File: config.mk
export PLATFORM = sky130hd
export DESIGN_NAME = i2c_slave_register_file
export DESIGN_NICKNAME = d
export VERILOG_FILES = /design/src/rtl/i2csrf_pkg.sv /design/src/rtl/i2csrf_regs.sv /design/src/rtl/i2csrf_ctrl.sv /design/src/rtl/i2c_slave_register_file.sv
export SDC_FILE = /design/constraint.sdc
export NUM_CORES = 1
export LEC_CHECK = 0
export BUFFER_PORTS_ARGS = -buffer_cell sky130_fd_sc_hd__buf_4
export CORE_UTILIZATION = 40
export DETAILED_ROUTE_END_ITERATION = 8
export PLACE_DENSITY = 0.67
export SLEW_MARGIN = 15
export SYNTH_ARGS = -nofsm -noshare
export SYNTH_HDL_FRONTEND = slang
export SYNTH_SLANG_ARGS = --single-unit
File: constraint.sdc
create_clock -name clk -period 3.3 [get_ports clk]
set_input_delay 0.66 -clock clk [delete_from_list [all_inputs] [get_ports clk]]
set_output_delay 0.66 -clock clk [all_outputs]
set_load 0.01 [all_outputs]
File: src/rtl/i2csrf_pkg.sv
`default_nettype none

package i2csrf_pkg;

  // register file geometry
  localparam int NUM_REGS = 16;
  localparam int PTR_W    = 4;

  // event codes
  localparam logic [1:0] KIND_START = 2'd0;
  localparam logic [1:0] KIND_SHIFT = 2'd1;
  localparam logic [1:0] KIND_STOP  = 2'd2;

  // configuration register indexes
  localparam int         CFG_IDX_W      = 1;
  localparam logic [0:0] CFG_OWN_ADDR   = 1'b0;
  localparam logic [0:0] CFG_WRITE_MASK = 1'b1;

  localparam logic [6:0] OWN_ADDR_RST   = 7'h00;
  localparam logic [7:0] WRITE_MASK_RST = 8'hFF;

  // shift register loads
  localparam logic [7:0] LOAD_NAK = 8'h80;
  localparam logic [7:0] LOAD_ACK = 8'h00;

  typedef enum logic [4:0] {
    ST_ADDR  = 5'b00001,
    ST_PTR   = 5'b00010,
    ST_READ  = 5'b00100,
    ST_WRITE = 5'b01000,
    ST_IDLE  = 5'b10000
  } bus_state_t;

  typedef struct packed {
    logic [7:0] shift_load;
    logic       sda_drive;
    logic       ack_phase_next;
    logic       write_strobe;
    logic [3:0] write_index;
    logic [7:0] write_value;
    logic [7:0] update_count;
    logic       busy_res;
  } res_t;

  typedef struct packed {
    logic             en;
    logic [PTR_W-1:0] idx;
    logic [7:0]       data;
  } wr_t;

endpackage

`default_nettype wire

File: src/rtl/i2csrf_regs.sv
`default_nettype none

module i2csrf_regs
  import i2csrf_pkg::*;
(
  input  wire logic             clk,
  input  wire logic             rst_n,
  input  wire wr_t              wr,
  input  wire logic [PTR_W-1:0] rd_addr,
  output logic      [7:0]       rd_data
);

  logic [7:0] regs_r [NUM_REGS];

  always_ff @(posedge clk) begin
    if (!rst_n) begin
      for (int i = 0; i < NUM_REGS; i++) begin
        regs_r[i] <= '0;
      end
    end else if (wr.en) begin
      regs_r[wr.idx] <= wr.data;
    end
  end

  assign rd_data = regs_r[rd_addr];

endmodule

`default_nettype wire

File: src/rtl/i2csrf_ctrl.sv
`default_nettype none

module i2csrf_ctrl
  import i2csrf_pkg::*;
(
  input  wire logic             clk,
  input  wire logic             rst_n,
  input  wire logic             fire,
  input  wire logic [1:0]       kind,
  input  wire logic [7:0]       shift_byte,
  input  wire logic [6:0]       own_address,
  input  wire logic [7:0]       write_mask,
  input  wire logic [7:0]       rd_data,
  output logic      [PTR_W-1:0] rd_addr,
  output wr_t                   wr,
  output res_t                  res
);

  bus_state_t       state_r, state_nxt;
  logic             ack_r, ack_nxt;
  logic [PTR_W-1:0] ptr_r, ptr_nxt, ptr_inc;
  logic [7:0]       wcnt_r, wcnt_nxt;
  logic [7:0]       merged;
  logic [6:0]       addr;

  assign addr    = shift_byte[7:1];
  assign ptr_inc = (ptr_r == PTR_W'(NUM_REGS - 1)) ? '0 : ptr_r + 1'b1;
  assign merged  = (rd_data & ~write_mask) | (shift_byte & write_mask);
  assign rd_addr = ptr_r;

  always_comb begin
    state_nxt = state_r;
    ack_nxt   = ack_r;
    ptr_nxt   = ptr_r;
    wcnt_nxt  = wcnt_r;
    res       = '0;

    case (kind)
      KIND_START: begin
        state_nxt = ST_ADDR;
        ack_nxt   = 1'b0;
      end
      KIND_SHIFT: begin
        if (!ack_r) begin
          // byte phase: answer with an ack bit next
          res.sda_drive      = 1'b1;
          res.ack_phase_next = 1'b1;
          ack_nxt            = 1'b1;
          unique case (state_r)
            ST_ADDR: begin
              if (addr != 7'd0 && addr != own_address) begin
                state_nxt      = ST_IDLE;
                res.shift_load = LOAD_NAK;
              end else begin
                if (shift_byte[0]) begin
                  state_nxt = ST_READ;
                end else begin
                  ptr_nxt   = '0;
                  state_nxt = ST_PTR;
                  wcnt_nxt  = 8'd1;
                end
                res.shift_load = LOAD_ACK;
              end
            end
            ST_PTR: begin
              if ({1'b0, shift_byte} >= 9'(NUM_REGS)) begin
                state_nxt      = ST_IDLE;
                res.shift_load = LOAD_NAK;
              end else begin
                ptr_nxt        = shift_byte[PTR_W-1:0];
                state_nxt      = ST_WRITE;
                res.shift_load = LOAD_ACK;
              end
            end
            ST_READ: begin
              res.shift_load = '0;
              res.sda_drive  = 1'b0;
            end
            ST_WRITE: begin
              if (write_mask != 8'd0) begin
                res.write_strobe = 1'b1;
                res.write_index  = 4'(ptr_r);
                res.write_value  = merged;
              end
              wcnt_nxt       = wcnt_r + 8'd1;
              ptr_nxt        = ptr_inc;
              res.shift_load = LOAD_ACK;
            end
            default: begin
              res.shift_load = LOAD_NAK;
            end
          endcase
        end else begin
          // ack phase: master ack continues a read
          ack_nxt = 1'b0;
          if (state_r == ST_READ) begin
            if (shift_byte != 8'd0) begin
              ptr_nxt   = '0;
              state_nxt = ST_IDLE;
            end else begin
              res.sda_drive  = 1'b1;
              res.shift_load = rd_data;
              ptr_nxt        = ptr_inc;
            end
          end
        end
      end
      KIND_STOP: begin
        if (state_r == ST_WRITE && wcnt_r != 8'd0) begin
          state_nxt        = ST_IDLE;
          res.update_count = wcnt_r;
          wcnt_nxt         = '0;
        end
      end
      default: begin
      end
    endcase

    res.busy_res = (state_nxt == ST_PTR) || (state_nxt == ST_READ) || (state_nxt == ST_WRITE);
  end

  assign wr.en   = fire && res.write_strobe;
  assign wr.idx  = ptr_r;
  assign wr.data = merged;

  always_ff @(posedge clk) begin
    if (!rst_n) begin
      state_r <= ST_ADDR;
      ack_r   <= 1'b0;
      ptr_r   <= '0;
      wcnt_r  <= '0;
    end else if (fire) begin
      state_r <= state_nxt;
      ack_r   <= ack_nxt;
      ptr_r   <= ptr_nxt;
      wcnt_r  <= wcnt_nxt;
    end
  end

endmodule

`default_nettype wire

File: src/rtl/i2c_slave_register_file.sv
`default_nettype none

// Byte-level I2C slave in front of a 16 x 8-bit register file. Each input
// transaction is one bus event from the shift-register front end: a start
// condition, the end of a shift phase, or a stop condition. The block keeps
// track of byte and acknowledge phases itself, matches the 7-bit own address
// (the general call, address 0, is also answered), takes a register pointer
// (pointers beyond the file are refused with a nak), writes bytes under the
// global write mask and returns read data while the master acknowledges; the
// pointer wraps at the end of the file. Every event yields exactly one result
// transaction. The input register captures the event, then the control logic
// and register-file read feed the result register. A new event can be taken
// every cycle while the result side does not stall; the result register holds
// a finished result while the next event is already being captured.
// Configuration (index 0 own address, index 1 write mask) is always ready and
// must only be written while no event is in flight. The register file clears
// to zero on reset.

module i2c_slave_register_file
  import i2csrf_pkg::*;
(
  input  wire logic                 clk,
  input  wire logic                 rst_n,

  input  wire logic                 in_valid,
  output logic                      in_stall,
  input  wire logic [1:0]           in_kind,
  input  wire logic [7:0]           in_shift_byte,

  output logic                      out_valid,
  input  wire logic                 out_stall,
  output logic      [7:0]           out_shift_load,
  output logic                      out_sda_drive,
  output logic                      out_ack_phase_next,
  output logic                      out_write_strobe,
  output logic      [3:0]           out_write_index,
  output logic      [7:0]           out_write_value,
  output logic      [7:0]           out_update_count,
  output logic                      out_busy_res,

  input  wire logic                 cfg_valid,
  output logic                      cfg_ready,
  input  wire logic [CFG_IDX_W-1:0] cfg_index,
  input  wire logic [7:0]           cfg_data
);

  // config registers
  logic [6:0] own_addr_r;
  logic [7:0] wmask_r;

  // input stage
  logic       s1_valid_r, s1_valid_nxt;
  logic [1:0] s1_kind_r;
  logic [7:0] s1_byte_r;

  // result stage
  logic       out_valid_r, out_valid_nxt;
  res_t       res_r;
  res_t       res;

  logic             in_acc;
  logic             move;
  wr_t              wr;
  logic [PTR_W-1:0] rd_addr;
  logic [7:0]       rd_data;

  assign cfg_ready = 1'b1;

  always_ff @(posedge clk) begin
    if (!rst_n) begin
      own_addr_r <= OWN_ADDR_RST;
      wmask_r    <= WRITE_MASK_RST;
    end else if (cfg_valid && cfg_ready) begin
      unique case (cfg_index)
        CFG_OWN_ADDR:   own_addr_r <= cfg_data[6:0];
        CFG_WRITE_MASK: wmask_r    <= cfg_data;
        default: begin
        end
      endcase
    end
  end

  // handshake: the event in the input register is processed when the
  // result register is empty or being drained this cycle
  assign move     = s1_valid_r && (!out_valid_r || !out_stall);
  assign in_stall = s1_valid_r && !move;
  assign in_acc   = in_valid && !in_stall;

  always_comb begin
    s1_valid_nxt = s1_valid_r;
    if (in_acc) begin
      s1_valid_nxt = 1'b1;
    end else if (move) begin
      s1_valid_nxt = 1'b0;
    end

    out_valid_nxt = out_valid_r;
    if (move) begin
      out_valid_nxt = 1'b1;
    end else if (!out_stall) begin
      out_valid_nxt = 1'b0;
    end
  end

  always_ff @(posedge clk) begin
    if (!rst_n) begin
      s1_valid_r  <= 1'b0;
      out_valid_r <= 1'b0;
    end else begin
      s1_valid_r  <= s1_valid_nxt;
      out_valid_r <= out_valid_nxt;
    end
  end

  always_ff @(posedge clk) begin
    if (in_acc) begin
      s1_kind_r <= in_kind;
      s1_byte_r <= in_shift_byte;
    end
    if (move) begin
      res_r <= res;
    end
  end

  i2csrf_ctrl u_ctrl (
    .clk         (clk),
    .rst_n       (rst_n),
    .fire        (move),
    .kind        (s1_kind_r),
    .shift_byte  (s1_byte_r),
    .own_address (own_addr_r),
    .write_mask  (wmask_r),
    .rd_data     (rd_data),
    .rd_addr     (rd_addr),
    .wr          (wr),
    .res         (res)
  );

  i2csrf_regs u_regs (
    .clk     (clk),
    .rst_n   (rst_n),
    .wr      (wr),
    .rd_addr (rd_addr),
    .rd_data (rd_data)
  );

  assign out_valid          = out_valid_r;
  assign out_shift_load     = res_r.shift_load;
  assign out_sda_drive      = res_r.sda_drive;
  assign out_ack_phase_next = res_r.ack_phase_next;
  assign out_write_strobe   = res_r.write_strobe;
  assign out_write_index    = res_r.write_index;
  assign out_write_value    = res_r.write_value;
  assign out_update_count   = res_r.update_count;
  assign out_busy_res       = res_r.busy_res;

  // a register write only happens in a byte phase, which the slave acks
  a_strobe_in_byte_phase: assert property (@(posedge clk) disable iff (!rst_n)
    out_valid && out_write_strobe |-> out_ack_phase_next && out_sda_drive
      && out_shift_load == LOAD_ACK)
    else $error("write strobe outside an acked byte phase");

  // a reported update count ends the write transfer
  a_update_ends_busy: assert property (@(posedge clk) disable iff (!rst_n)
    out_valid && out_update_count != 8'd0 |-> !out_busy_res && !out_ack_phase_next)
    else $error("update count while still busy");

  // stall only while an event is waiting in the input register
  a_stall_needs_item: assert property (@(posedge clk) disable iff (!rst_n)
    in_stall |-> s1_valid_r && out_valid_r)
    else $error("input stalled with nothing pending");

  // an event processed into a held result register would overwrite it
  a_no_overwrite: assert property (@(posedge clk) disable iff (!rst_n)
    out_valid_r && out_stall |=> !$past(move))
    else $error("result overwritten while stalled");

endmodule

`default_nettype wire

Word level (Yosys, flattened, before mapping)
Memory sizes are Yosys's and may differ from the RTL's. A register that Yosys moved wholly into a read port is not among the register bits.
Index checks and enable logic that the tools add are counted.
{"block": "totals", "ff_bits": 77, "latchBits": 0, "mem_bits_rw": 128, "romBits": 0, "out_inout_bits": 35, "elab_cells": 131, "memories": 1}
{"memory": "u_regs.regs_r", "depth": 16, "width": 8, "read_ports": 1, "rd_clocked_by_memory_dff": 1, "wr": 16, "line_no": "i2csrf_regs.sv:13", "rtl": "logic [7:0] regs_r [NUM_REGS];"}
{"block": "op_classes", "n_addsub": 2, "multipliers": 0, "n_div": 0, "magnitude_cmp": 1, "eq_ne": 21, "shift": 0, "mux": 49, "bitwise": 8, "reduce_logical": 31}
{"op": "$mux W8", "count": 7}
{"op": "$mux W4", "count": 10}
{"op": "$mux W13", "count": 3}
{"op": "$pmux W8 S2", "count": 2}
{"op": "$mux W5", "count": 6}
{"op": "$mux W9", "count": 3}
{"op": "$pmux W8 S3", "count": 1}
{"op": "$reduce_bool A8 Y1", "count": 3}
{"op": "$and A8 B8 Y8", "count": 2}
{"op": "$pmux W5 S3", "count": 1}
{"op": "$mux W14", "count": 1}
{"op": "$reduce_and A7 Y1", "count": 2}
{"op": "$ne A3 B2 Y1 const B", "count": 4}
{"op": "$pmux W4 S3", "count": 1}
{"op": "$mux W1", "count": 11}
{"op": "$eq A5 B2 Y1 const B", "count": 2}
{"op": "$eq A5 B3 Y1 const B", "count": 2}
{"op": "$eq A5 B4 Y1 const B", "count": 2}
{"op": "$pmux W5 S2", "count": 1}
{"op": "$add A8 B1 Y8 const B", "count": 1}
{"op": "$ge A8 B5 Y1 const B", "count": 1}
{"op": "$not A8 Y8", "count": 1}
{"op": "$or A8 B8 Y8", "count": 1}
{"op": "$reduce_and A2 Y1", "count": 4}
{"op": "other kinds (22)", "count": 40}

Longest topological paths before layout
Gate-level depths: netlist of run 1.
{"block": "depth", "depth_word": 13, "ltp_mapped": 9}

Cells and area by module
Synthesis of run 1 repeated with hierarchy kept, for this count alone.
{"block": "unflattened", "cells_unflattened": 750, "area_unflattened_um2": 10003.3}
{"mod": "i2csrf_regs", "n_inst": 1, "cells_per_inst": 375, "area_per_inst_um2": 5933.2, "seq_area_each_um2": 3843.7}
{"mod": "i2csrf_ctrl", "n_inst": 1, "cells_per_inst": 255, "area_per_inst_um2": 2045.7, "seq_area_each_um2": 360.3}
{"mod": "i2c_slave_register_file", "n_inst": 1, "cells_per_inst": 120, "area_per_inst_um2": 2024.4, "seq_area_each_um2": 1601.5}

Least setup slack after synthesis of run 1
OpenSTA, ideal clock, no wires.
{"block": "synth_timing", "kind": "reg-to-reg", "startpoint": "register (tool-made name)", "endpoint": "memory u_regs.regs_r[13][7] (data pin)", "arrival_ps": 2302, "setup_slack_ps": 735, "stages_incl_launch_ff": 8, "cell_sequence": "dfxtp_1 clkbuf_1 buf_2 mux4_2 mux4_2 mux2i_4 buf_4 nor2_1"}
{"element": "end: declaration", "line_no": "i2csrf_regs.sv:13"}

==> impl_metrics.tcl, run 1 <==
set metrics [dict create \
    drive_above_1_share_pct 21.86 \
    portBuffers 57 \
    pwr-share-clk_pct 43.8 \
    dp_hpwl_um 14970 \
    final_cell_mix "edfxtp_1 (170), nor2_1 (166), buf_4 (89), nand2_1 (58), mux4_2 (40)" \
    p_comb_share_pct 6.5 \
    start_util_pct 41.13 \
    grt_overflow 0 \
    grt_max_degree 56 \
    avgSynthCellArea_um2 12.94 \
    cp.arrival_ns 3.03 \
    slew_headroom_pct 38.50 \
    clock_latency_ns 0.51 \
    stdcell_area_mm2 0.01108 \
    ys_types 60 \
    setup_violations 0 \
    synth.area.mux_share_pct 11.62 \
    swShare_pct 21.32 \
    cts_resized 0 \
    crit_slowest_cell "nor3b_1" \
    hold_violations 0 \
    fp.dieArea_mm2 0.02411 \
    cts_setup_buffers 0 \
    path_clk_slew_ns 0.06 \
    design.core.area_mm2 0.02285 \
    drc 0 \
    ctsHoldBuffers 0 \
    synth-seq-cells 209 \
    synth_warnings 0 \
    ir_worst_vdd_v 0.0004033 \
    drt_iter0_markers 521 \
    viasPerCell 5.386 \
    dieWidth_um 155.3 \
    fin_util_pct 48.49 \
    nNetsFinal 837 \
    period_needed_ns 2.875 \
    cp.required_ns 3.46 \
    finalCritPeriodShare_pct 87.12 \
    grt_pass1_vias 5843 \
    synth-seq-area-share_pct 62.64 \
    p_leak_nw 4.008 \
    syn-instance-count 726 \
    cts_max_path_buffers 3 \
    htreeDepth 1 \
    tns_ns 0 \
    die_h_um 155.3 \
    synthArstFlopShare_pct 0 \
    power.switching_mw 1.289 \
    synth_nets 760 \
    cts_buffers 22 \
    route.antenna.remaining_nets 0 \
    synthAdderAreaFrac_pct 1.332 \
    synth_edf_count 170 \
    max_stage_delay_ns 0.63 \
    maxCapViolations 0 \
    tightest_slew_ns 0.9196 \
    place_congestion 0.8937 \
    cp_cell_sequence "or3_1 -> nor2_1 -> nand4_1 -> nor3b_1 -> nand3_1 -> nand2_1" \
    place_ws_ns 0.4989 \
    wirelength_um 21900 \
    fmaxAchievable_mhz 347.8 \
    fin_ws_ns 0.4251 \
    vias 6097 \
    cp_max_fo 9 \
    status "finished clean" \
    cts-root-buf "clkbuf_16" \
    placed_area_mm2 0.01030 \
    routedWlPerCell_um 19.35 \
    crit_type "reg -> reg" \
    first_pass_iters 5 \
    grt_pass1_wl_um 33620 \
    p_per_area_mw_per_mm2 545.6 \
    critPathLaunchType "flop" \
    area_growth_pct 17.91 \
    pwr-share-seq_pct 49.6 \
    antenna_found_initial 0 \
    num_io_pins 59 \
    rsz0062_at_grt "no" \
    cts_sinks 209 \
    synth_xor_area_share_pct 0.8389 \
    synthSimpleGateAreaFrac_pct 15.01 \
    path_buf_inv 0 \
    synth-main-ff-cell "edfxtp_1" \
    synth_compound_area_share_pct 5.832 \
    syn-cell-area_mm2 0.009397 \
    num_rows 55 \
    fin_worst_skew_ns 0.01941 \
    drv_slew 0 \
    p_int_mw 4.756 \
    critical-path-top-delay-family "simple AND/OR/NAND/NOR gates" \
    hold_path_class "in -> reg" \
    cts_tree "built" \
    final_common_cell "edfxtp_1" \
    cp-end-kind "flop" \
    diodes 0 \
    synth_top_family_by_area "simple AND/OR/NAND/NOR gates" \
    track_usage_pct 18.56 \
]
worst register-to-register path, cell delays in order (launching register included):
cell and delay, ns:
dfxtp_1 0.40, or3_1 0.44, nor2_1 0.26, nand4_1 0.24, nor3b_1 0.63, nand3_1 0.20, nand2_1 0.37
Yosys cell counts (7+ instances only):
library cell,n,share of area [%]
and3_1,14,0.93
and2_1,11,0.73
xor2_1,7,0.65
inv_1,16,0.64
mux2i_4,8,1.9
dfxtp_1,39,8.3
o21ai_0,14,0.75
clkbuf_1,21,0.84
nor2_1,166,6.6
edfxtp_1,170,54
buf_4,10,0.80
nand3_1,32,1.7
mux4_2,40,9.6
a211oi_1,8,0.64
ha_1,10,1.3
nand2_1,58,2.3
a21oi_1,13,0.69
stage by stage:
| stage | power [mW] | cells | hold WS, ns |
|---|---|---|---|
| floorplan | 3.293 | 726 | 0.4481 |
| global placement | 3.443 | 1092 | 0.4544 |
| detailed placement | 3.449 | 1092 | 0.4614 |
| CTS | 6.099 | 1132 | 0.3316 |
| global route | 6.234 | 1132 | 0.3365 |
| finish | 6.045 | 1132 | 0.3464 |
metal layers:
layer,vias up,routed length (um),track usage (%)
met5,-,0,0
met4,0,568,5.042
met3,40,1404,2.730
met2,234,10900,32.13
met1,2980,9028,24.41
li1,2843,-,-
kinds of logic after synthesis:
group | count (synthesis)
adder cells (fa/ha/maj) | 10
AND/OR/NAND/NOR | 316
buffers and inverters | 54
XOR/XNOR | 9
other | 1
AO/OA/AOI/OAI | 78
flip-flops | 209
multiplexers | 49
registers in the layout, summed over array words and instances (netlist names), named ones only:
name	cells
out_write_strobe	1
s1_byte_r	8
out_ack_phase_next	1
u_ctrl.rd_addr	4
out_update_count	8
out_busy_res	1
u_regs.regs_r	128
out_shift_load	8
s1_valid_r	1
s1_kind_r	2
out_sda_drive	1
out_valid	1
own_addr_r	7
u_ctrl.wcnt_r	8
out_write_value	8
u_ctrl.ack_r	1
out_write_index	4
wmask_r	8
u_ctrl.state_r	5
path summary, 6_finish.rpt:
| path | slack (ns) | start | depth (start not counted) | endpoint |
|---|---|---|---|---|
| worst max-delay path | 0.43 | u_ctrl.state_r[0] | 6 | u_regs.regs_r[8][6] |
| worst min-delay path | 0.35 | in_kind[1] | 1 | s1_kind_r[1] |
| worst max register to register | 0.43 | u_ctrl.state_r[0] | 6 | u_regs.regs_r[8][6] |
| worst min register to register | 0.47 | own_addr_r[3] | 2 | own_addr_r[3] |
layout make-up:
class | instances | area, um2
timing repair buffer | 91 | 708.2
tap | 313 | 391.6
clock buffer | 29 | 598.1
multi-input combinational | 463 | 3258
clock inverter | 11 | 176.4
sequential | 209 | 5887
inverter | 16 | 60.06
fill | 2048 | 11770
power by group through the flow:
stage | sequential [mW] | combinational [mW] | clock (mW)
after floorplan | 3.04 | 0.256 | 0
after detailed placement | 3.05 | 0.394 | 0
after CTS | 3.00 | 0.396 | 2.70
after global routing | 3.01 | 0.427 | 2.80
final | 3.00 | 0.395 | 2.65
after global placement | 3.05 | 0.390 | 0
Note: power is estimated with default switching activity, not from simulation.
==> run 2: changes to the inputs <==
--- a/config.mk
+++ b/config.mk
@@ -6,6 +6,7 @@
 export NUM_CORES = 1
 export LEC_CHECK = 0
 export BUFFER_PORTS_ARGS = -buffer_cell sky130_fd_sc_hd__buf_4
+export CORE_ASPECT_RATIO = 0.5
 export CORE_UTILIZATION = 40
 export DETAILED_ROUTE_END_ITERATION = 8
 export PLACE_DENSITY = 0.67
==> run 2 against run 1 <==
Net effect: via count up 0.18%; clock skew up 0.0027 ns; maximum frequency up 2.2%; power down 3.7%.
==> impl_metrics.tcl, run 2 (synthesis gave the netlist of run 1 again) <==
set metrics [dict create \
    largest_register_ffs 128 \
    viasPerCell 5.488 \
    wirelength_um 22610 \
    design.core.area_mm2 0.02293 \
    gr-usage-met1_pct 25.17 \
    num_io_pins 59 \
    route.antenna.remaining_nets 0 \
    routedWlPerCell_um 20.31 \
    fp.dieArea_mm2 0.02415 \
    grt_max_degree 56 \
    rsz0062_at_grt "no" \
    grt_overflow 0 \
    swShare_pct 22.45 \
    dp_hpwl_um 15480 \
    tightest_slew_ns 0.9064 \
    grt-busiest-layer "met2" \
    p_int_mw 4.514 \
    start_util_pct 40.97 \
    cts_setup_buffers 0 \
    p_leak_nw 3.921 \
    p_per_area_mw_per_mm2 533.6 \
    ir_worst_vdd_v 0.0003345 \
    cp-end-kind "flop" \
    drt_iter0_markers 468 \
    drc 0 \
    placed_area_mm2 0.01021 \
    hold_slack_ns 0.3374 \
    power_mw 5.821 \
    drv_slew 0 \
    period_needed_ns 2.814 \
    portBuffers 57 \
    use_met2_pct 31.31 \
    maxCapViolations 0 \
    tns_ns 0 \
    first_pass_iters 5 \
    regMostFlops "u_regs.regs_r" \
    nNetsFinal 825 \
    cts_buffers 21 \
    pwr-share-seq_pct 51.5 \
    dieWidth_um 218.8 \
    fin_worst_skew_ns 0.02209 \
    critPathLaunchType "flop" \
    grt_use_met3_pct 3.182 \
    status "finished clean" \
    drive_above_1_share_pct 20.84 \
    cts_tree "built" \
    cts_max_path_buffers 3 \
    hold_path_class "in -> reg" \
    grt_pass1_vias 6085 \
    place_congestion 0.9111 \
    cp.arrival_ns 3.03 \
    fmaxAchievable_mhz 355.4 \
    final_cell_mix "edfxtp_1 (170), nor2_1 (166), buf_4 (78), nand2_1 (58), mux4_2 (40)" \
    cp.required_ns 3.52 \
    setup_violations 0 \
    htreeDepth 1 \
    antenna_found_initial 0 \
    cp_max_fo 32 \
    finalCritPeriodShare_pct 85.28 \
    cts_sinks 209 \
    final_common_cell "edfxtp_1" \
    die_h_um 110.4 \
    num_rows 39 \
    crit_type "reg -> reg" \
    stdcell_area_mm2 0.01091 \
    cts-root-buf "clkbuf_16" \
    hold_violations 0 \
    p_comb_share_pct 6.8 \
    slew_headroom_pct 39.38 \
    ctsHoldBuffers 0 \
    pwr-share-clk_pct 41.7 \
    diodes 0 \
    grt_pass1_wl_um 34330 \
    clock_latency_ns 0.51 \
    cts_resized 0 \
    power.switching_mw 1.307 \
    vias 6108 \
    path_clk_slew_ns 0.06 \
    area_growth_pct 16.09 \
    track_usage_pct 18.72 \
]
run 2: changes by cell type in the layout (fill, tap and decap cells not counted), moves of 2 or more:
cell / change
bufinv_16: -2
buf_4: -11
clkbuf_1: -3
clkbuf_16: -2
run 2: power by group through the flow:
stage	clock, mW	combinational, mW	sequential [mW]
finish	2.43	0.394	3.00
global route	2.55	0.422	3.01
CTS	2.45	0.394	3.00
detailed placement	0	0.392	3.06
global placement	0	0.385	3.05
floorplan	0	0.256	3.04
run 2: worst paths after layout:
kind / startpoint / end / slack, ns / depth (start not counted)
max: flop / u_regs.regs_r[5][7] / 0.49 / 5
min: in_shift_byte[3] / s1_byte_r[3] / 0.34 / 1
max reg2reg: flop / u_regs.regs_r[5][7] / 0.49 / 5
min reg2reg: own_addr_r[4] / own_addr_r[4] / 0.47 / 2
run 2: stage by stage:
step | setup slack [ns] | instances | utilization [%]
finish | 0.4859 | 1113 | 47.56
global route | 0.4000 | 1113 | 47.56
CTS | 0.5338 | 1113 | 47.56
detailed placement | 0.4308 | 1075 | 44.54
global placement | 0.5261 | 1075 | 44.54
floorplan | 0.7349 | 726 | -
run 2: final cells by class:
type	count	area [um2]
clock inverter	13	142.6
inverter	16	60.06
sequential	209	5887
clock buffer	25	550.5
multi-input combinational	463	3258
timing repair buffer	80	625.6
tap	307	384.1
fill	1984	12030
run 2: routing by layer:
metal	share of wire (%)	vias to the layer above
met2	48	217
li1	-	2815
met3	6.8	40
met1	42	3036
met4	2.9	0
met5	0	-
run 2: critical path, stage by stage (launching register included):
cell and delay, ns:
dfxtp_2 0.35, buf_12 0.26, mux4_2 0.61, mux4_2 0.55, mux2i_4 0.63, nor2_1 0.10
